## src/rtl/core/hs_pkg.sv

```systemverilog
`default_nettype none

package hs_pkg;

  // Capacity of one set and the widths that follow from it.
  localparam int unsigned DEPTH = 32;
  localparam int unsigned AW    = $clog2(DEPTH);
  localparam int unsigned CW    = $clog2(DEPTH + 1);
  localparam int unsigned LW    = AW + 2;

  // One input word.
  typedef struct packed {
    logic signed [31:0] data_value;
    logic               last_in;
  } hs_in_t;

  // One result word.
  typedef struct packed {
    logic signed [31:0] sorted_value;
    logic               last_out;
    logic               overflow;
  } hs_out_t;

  // Sequencer states.
  typedef enum logic [3:0] {
    S_COLLECT,
    S_LOAD,
    S_LATCH,
    S_CHILD,
    S_CMP,
    S_SWAP_RD,
    S_SWAP_WR,
    S_EMIT_RD,
    S_EMIT_WAIT
  } hs_state_e;

endpackage

`default_nettype wire

```

## src/rtl/core/heap_sorter_core.sv

```systemverilog
// Heap sorter core.
// Input channel: in_valid_i / in_stall_o carry one signed value per word in
// in_data_i; the word with last_in set closes the set and starts the sort.
// Up to DEPTH values are stored; further words are dropped and every result
// of that set then carries overflow. The set is never empty at sort time.
// Output channel: out_valid_o / out_stall_i carry the set in ascending
// order, last_out marking the greatest value.
// Flow: a word without last_in is taken without stalling the input. After
// the closing word the core stalls its input while it sorts and emits the
// set. The sort runs one shared three-way compare unit over a two-read,
// one-write memory: each sift-down fetches its start value (S_LOAD, S_LATCH
// to build; S_SWAP_RD, S_SWAP_WR to extract), then reads and compares the
// children (S_CHILD, S_CMP) per heap level, with about n/2 sift-downs to
// build the heap and n-1 to extract. Emission reads each word (S_EMIT_RD)
// and hands it to the output register (S_EMIT_WAIT) once that is free.
// Output stall: the output register holds its word; emission waits for it.
// Once the last result is in the output register, input words are taken
// again while that result is still waiting.
// Reset: the set is emptied, the overflow flag cleared, no output is valid.
// Memory contents are not cleared; only entries of the current set are used.
`default_nettype none

module heap_sorter_core (
  input  wire             clk_i,
  input  wire             rst_ni,
  input  wire             in_valid_i,
  output logic            in_stall_o,
  input  hs_pkg::hs_in_t  in_data_i,
  output logic            out_valid_o,
  input  wire             out_stall_i,
  output hs_pkg::hs_out_t out_data_o
);
  import hs_pkg::*;

  // Element memory: one write port, two registered read ports.
  logic signed [31:0] mem [DEPTH];
  logic               we;
  logic [AW-1:0]      wa;
  logic signed [31:0] wd;
  logic [AW-1:0]      ra_a, ra_b;
  logic signed [31:0] rd_a_q, rd_b_q;

  always_ff @(posedge clk_i) begin
    if (we) begin
      mem[wa] <= wd;
    end
    rd_a_q <= mem[ra_a];
    rd_b_q <= mem[ra_b];
  end

  // Sequencer and datapath registers.
  hs_state_e          state_q, state_d;
  logic [CW-1:0]      count_q, count_d;
  logic               drop_q, drop_d;
  logic               extract_q, extract_d;
  logic [AW-1:0]      idx_q, idx_d;
  logic [AW-1:0]      node_q, node_d;
  logic signed [31:0] val_q, val_d;
  logic               out_vld_q, out_vld_d;
  hs_out_t            out_q, out_d;

  always_ff @(posedge clk_i or negedge rst_ni) begin
    if (!rst_ni) begin
      state_q   <= S_COLLECT;
      count_q   <= '0;
      drop_q    <= 1'b0;
      extract_q <= 1'b0;
      idx_q     <= '0;
      node_q    <= '0;
      out_vld_q <= 1'b0;
    end else begin
      state_q   <= state_d;
      count_q   <= count_d;
      drop_q    <= drop_d;
      extract_q <= extract_d;
      idx_q     <= idx_d;
      node_q    <= node_d;
      out_vld_q <= out_vld_d;
    end
  end

  always_ff @(posedge clk_i) begin
    val_q <= val_d;
    out_q <= out_d;
  end

  // Child addresses and the heap size of the running sift-down.
  logic [LW-1:0] left, right, size;
  logic          left_ok, right_ok;
  assign left     = (LW'(node_q) << 1) + LW'(1);
  assign right    = left + LW'(1);
  assign size     = extract_q ? LW'(idx_q) : LW'(count_q);
  assign left_ok  = left < size;
  assign right_ok = right < size;

  // Shared three-way compare of the carried value and its two children.
  logic v_gt_l, v_gt_r, l_gt_r, pick_right, big_gt_r;
  assign v_gt_l     = val_q > rd_a_q;
  assign v_gt_r     = val_q > rd_b_q;
  assign l_gt_r     = rd_a_q > rd_b_q;
  assign big_gt_r   = v_gt_l ? v_gt_r : l_gt_r;
  assign pick_right = right_ok && !big_gt_r;

  logic          in_acc, out_free, emit_last;
  logic [CW-1:0] count_inc;
  assign in_acc    = in_valid_i && (state_q == S_COLLECT);
  assign out_free  = !out_vld_q || !out_stall_i;
  assign emit_last = (CW'(idx_q) + CW'(1)) == count_q;
  assign count_inc = count_q + CW'(1);

  always_comb begin
    state_d   = state_q;
    count_d   = count_q;
    drop_d    = drop_q;
    extract_d = extract_q;
    idx_d     = idx_q;
    node_d    = node_q;
    val_d     = val_q;
    out_d     = out_q;
    out_vld_d = out_vld_q && out_stall_i;
    we        = 1'b0;
    wa        = node_q;
    wd        = val_q;
    ra_a      = node_q;
    ra_b      = idx_q;

    case (state_q)
      // Store incoming words; the closing word starts the sort.
      S_COLLECT: begin
        if (in_acc) begin
          if (count_q < CW'(DEPTH)) begin
            we      = 1'b1;
            wa      = count_q[AW-1:0];
            wd      = in_data_i.data_value;
            count_d = count_inc;
          end else begin
            drop_d = 1'b1;
          end
          if (in_data_i.last_in) begin
            extract_d = 1'b0;
            if (count_d < CW'(2)) begin
              idx_d   = '0;
              state_d = S_EMIT_RD;
            end else begin
              idx_d   = AW'(count_d >> 1);
              node_d  = AW'(count_d >> 1) - AW'(1);
              state_d = S_LOAD;
            end
          end
        end
      end

      // Fetch the value at the node where a build sift-down starts.
      S_LOAD: begin
        ra_a    = node_q;
        state_d = S_LATCH;
      end

      S_LATCH: begin
        val_d   = rd_a_q;
        state_d = S_CHILD;
      end

      // Read both children, or settle the carried value at a leaf.
      S_CHILD: begin
        ra_a = left[AW-1:0];
        ra_b = right[AW-1:0];
        if (left_ok) begin
          state_d = S_CMP;
        end else begin
          we = 1'b1;
          wa = node_q;
          wd = val_q;
          state_d = extract_q ? S_SWAP_RD : S_LOAD;
          if (!extract_q) begin
            if (idx_q > AW'(1)) begin
              idx_d  = idx_q - AW'(1);
              node_d = idx_q - AW'(2);
            end else begin
              extract_d = 1'b1;
              idx_d     = AW'(count_q - CW'(1));
              state_d   = S_SWAP_RD;
            end
          end else if (idx_q > AW'(1)) begin
            idx_d = idx_q - AW'(1);
          end else begin
            idx_d   = '0;
            state_d = S_EMIT_RD;
          end
        end
      end

      // One compare step: move the larger child up or stop here.
      S_CMP: begin
        we = 1'b1;
        wa = node_q;
        if (pick_right) begin
          wd      = rd_b_q;
          node_d  = right[AW-1:0];
          state_d = S_CHILD;
        end else if (!v_gt_l) begin
          wd      = rd_a_q;
          node_d  = left[AW-1:0];
          state_d = S_CHILD;
        end else begin
          wd      = val_q;
          state_d = extract_q ? S_SWAP_RD : S_LOAD;
          if (!extract_q) begin
            if (idx_q > AW'(1)) begin
              idx_d  = idx_q - AW'(1);
              node_d = idx_q - AW'(2);
            end else begin
              extract_d = 1'b1;
              idx_d     = AW'(count_q - CW'(1));
              state_d   = S_SWAP_RD;
            end
          end else if (idx_q > AW'(1)) begin
            idx_d = idx_q - AW'(1);
          end else begin
            idx_d   = '0;
            state_d = S_EMIT_RD;
          end
        end
      end

      // Move the root to the end of the heap and carry the end value down.
      S_SWAP_RD: begin
        ra_a    = '0;
        ra_b    = idx_q;
        state_d = S_SWAP_WR;
      end

      S_SWAP_WR: begin
        we      = 1'b1;
        wa      = idx_q;
        wd      = rd_a_q;
        val_d   = rd_b_q;
        node_d  = '0;
        state_d = S_CHILD;
      end

      // Read the sorted words out in ascending order.
      S_EMIT_RD: begin
        ra_a    = idx_q;
        state_d = S_EMIT_WAIT;
      end

      S_EMIT_WAIT: begin
        ra_a = idx_q;
        if (out_free) begin
          out_vld_d          = 1'b1;
          out_d.sorted_value = rd_a_q;
          out_d.last_out     = emit_last;
          out_d.overflow     = drop_q;
          if (emit_last) begin
            count_d = '0;
            drop_d  = 1'b0;
            state_d = S_COLLECT;
          end else begin
            idx_d   = idx_q + AW'(1);
            state_d = S_EMIT_RD;
          end
        end
      end

      default: begin
        state_d = S_COLLECT;
      end
    endcase
  end

  assign in_stall_o  = (state_q != S_COLLECT);
  assign out_valid_o = out_vld_q;
  assign out_data_o  = out_q;

endmodule

`default_nettype wire

```

## config.mk

```make
export PLATFORM = sky130hd
export DESIGN_NAME = heap_sorter_core
export DESIGN_NICKNAME = d
export VERILOG_FILES = /design/src/rtl/core/hs_pkg.sv /design/src/rtl/core/heap_sorter_core.sv
export SDC_FILE = /design/constraint.sdc
export NUM_CORES = 2
export LEC_CHECK = 0
export ABC_CLOCK_PERIOD_IN_PS = 10300
export BUFFER_PORTS_ARGS = -buffer_cell sky130_fd_sc_hd__clkbuf_2
export CAP_MARGIN = 30
export CELL_PAD_IN_SITES_DETAIL_PLACEMENT = 2
export CELL_PAD_IN_SITES_GLOBAL_PLACEMENT = 2
export CORE_AREA = 2 2 354 391
export DETAILED_ROUTE_END_ITERATION = 16
export DIE_AREA = 0 0 356 393
export PLACE_DENSITY_LB_ADDON = 0.12
export SYNTH_ARGS = -nofsm -noshare
export SYNTH_HDL_FRONTEND = slang
export SYNTH_SLANG_ARGS = --single-unit
```

## constraint.sdc

```tcl
create_clock -name clk_i -period 10.3 [get_ports clk_i]
set_input_delay 0.515 -clock clk_i [delete_from_list [all_inputs] [get_ports clk_i]]
set_output_delay 0.515 -clock clk_i [all_outputs]
set_load 0.02 [all_outputs]
```

==> flow_summary.yaml <==
yosys:
  yosys.area_share.xor_xnor: 0.00433
  synth_flop_cell: "edfxtp_1"
  ys_top_cells_by_count: "2,246 x nand2_1, 1,090 x edfxtp_1, 406 x nand3_1"
  synth_seq_cells: 1177
  synth.area.top_cells: "edfxtp_1 54%, nand2_1 14%, a311oi_1 3.7%, nand3_1 3.3%, ha_1 2.4%"
  yosysMostFrequentCell: "nand2_1"
  ys_async_sr_fraction: 0.0195
  yosys.area.top_type: "edfxtp_1"
  avgSynthCellArea_sq_um: 9.69
  synth_top_area_frac: 0.537
  seq_area_frac_synth: 0.568
  synth_fa_ha_area_frac: 0.0238
  synth-edff-count: 1090
  yosys_warnings: 0
  synthSimpleGateAreaFrac: 0.219
  netlist_area_sq_um: 60900
  synth_nets: 6444
  synthCells: 6291
  synth_top_family_by_area: "simple AND/OR/NAND/NOR gates"
  synth_compound_area_frac: 0.132
  synth_cell_type_count: 71
  synthMuxAreaShare: 0.0134
worst_setup_path:
  start_kind: "flip-flop"
  arrival_ns: 6.54
  crit_path_end_kind: "flip-flop"
  path_class: "flip-flop to flip-flop"
  crit_fanout: 71
  required_ns: 10.73
clocking:
  clk_pin_slew_worst_paths_ns: 0.06
  tritoncts: "built"
  clockRootBuffer: "clkbuf_16"
  cts_hold_buf: 1
  cts.repair.resized: 0
  insertion_delay_ns: 0.81
  ctsHtreeMaxLevel: 4
  cts.sinks: 1177
  numCtsBuffers: 134
  clock_path_buffers: 3
  post-cts-setup-buffers: 0
timing:
  max_freq_ghz: 0.164
  fin_crit_sh: 0.593
  relSlewSlack: 0.252
  finalSetupViolCount: 0
  worst_pin_slew_ns: 1.11
  period_needed_ns: 6.11
  worst_clock_skew_ns: 0.0330
  final_max_slew_viol_count: 0
  holdWs_ns: 0.0855
  rsz0062_at_grt: "false"
  hold_viol: 0
  fin_setup_tns_ns: 0
route:
  num_vias: 54100
  routed_wl_microns: 277000
  drt_iter0_markers: 6329
  avgRoutedWirePerCell_microns: 34.3
  drcViolationCount: 0
  vias_per_cell: 6.71
  drt-pass1-iter-count: 8
  drtAntennaViolNets: 0
global_routing:
  grt_pass1_vias: 58000
  antenna_found_initial: 11
  grt_usage: 0.389
  grt_max_degree: 168
  grt_pass1_wl_microns: 399000
  overflow: 0
finish:
  nets: 6311
  final_area_sq_um: 68200
  area_growth_pct: 11.9
  post-route-util: 0.502
  diodes: 0
  drive_gt1_frac: 0.0972
place:
  placement.io_buffers: 72
  place_congestion: 0.911
  dp_hpwl_microns: 156000
  place_area_sq_um: 63700
min_path:
  hp-class: "primary input to flip-flop"
die:
  initial_utilization: 0.449
  coreArea_sq_um: 136000
  die-area_sq_um: 140000
  design.portCount: 73
  fp-row-count: 142
  die_height_microns: 393
  die_w_microns: 356
status:
  status: "completed"
run:
  maxCapViolCount: 0
==> metal layers <==
metal  GRT usage  share of wire  vias to the layer above
met5           0        0.00025                        -
met4       0.221          0.058                       10
met3      0.0682          0.084                      798
met2       0.631           0.47                     2750
met1       0.491           0.39                    28100
li1            -              -                    22500
==> sequential cells by signal (all words and copies together) (netlist names) <==
signal / count
state_q: 4
idx_q: 5
val_q: 32
count_q: 6
extract_q: 1
node_q: 5
out_data_o: 34
rd_b_q: 32
rd_a_q: 32
drop_q: 1
mem: 1024
out_valid_o: 1
==> cells in the final DEF (no fill, tap or decap), drive strengths merged, types with 13 or more instances in the layout <==
master,Yosys,routed
a311o,33,33
inv,115,117
a221oi,35,35
a21o,38,38
nor3,13,13
o31ai,34,34
nor2,299,299
and3,166,166
o221a,31,31
mux2,38,38
edfxtp,1090,1090
a21oi,103,103
o21ai,103,103
dfxtp,64,64
xnor2,15,15
a311oi,256,256
nor4,39,39
nand3,406,406
a31o,31,31
a31oi,109,109
mux2i,39,39
clkinv,1,51
o311ai,33,33
clkbuf,342,256
buf,154,154
a211oi,100,100
dfrtp,23,23
o211ai,102,102
nand4,23,23
nand2,2246,2246
ha,116,116
==> critical path, cell delays in order, from the launching register on <==
cell      delay, ns
dfrtp_2        0.35
buf_4          0.57
inv_1          0.33
nor2_4         0.18
buf_4          0.64
o21ai_0        0.39
a222oi_1       0.65
nand3b_1       0.85
nor2_4         1.03
buf_4          0.66
==> final timing paths <==
check                            start       endpoint  slack, ns  cells past startpoint
max in group asynchronous       rst_ni     state_q[1]       9.53                      2
setup / recovery            state_q[1]     mem[4][12]       4.19                      9
setup reg to reg            state_q[1]     mem[4][12]       4.19                      9
hold reg to reg                 drop_q  out_data_o[0]       0.46                      0
hold / removal             out_stall_i    out_valid_o       0.09                      3
min in group asynchronous       rst_ni       idx_q[4]       0.28                      2
==> through the flow <==
step / instances / worst slack [ns]
after floorplan: 6291 / 6.05
after global routing: 8064 / 4.06
after global placement: 7779 / 4.75
after CTS: 8057 / 4.40
after detailed placement: 7814 / 4.45
final: 8064 / 4.19
==> area by class of cell <==
type                            count  area, sq um
Fill cell                       13900        67500
Sequential cell                  1177        34600
Multi-Input combinational cell   4502        24400
Clock buffer                      184         3870
Tap cell                         1800         2250
Timing Repair Buffer              227         2210
Clock inverter                     58          453
Inverter                          116          435
==> logic make-up (layout without fill, tap and decap cells) <==
kind of cell    after synthesis  after routing
compound gates             1061           1061
fa+ha+maj                   116            116
flops                      1177           1177
xor+xnor                     25             25
buf+inv                     612            585
mux                          77             77
simple gates               3223           3223
Power is left out: the tool's default activity adds up to more than one toggle a clock period on the data nets, which glitch-free logic cannot reach.
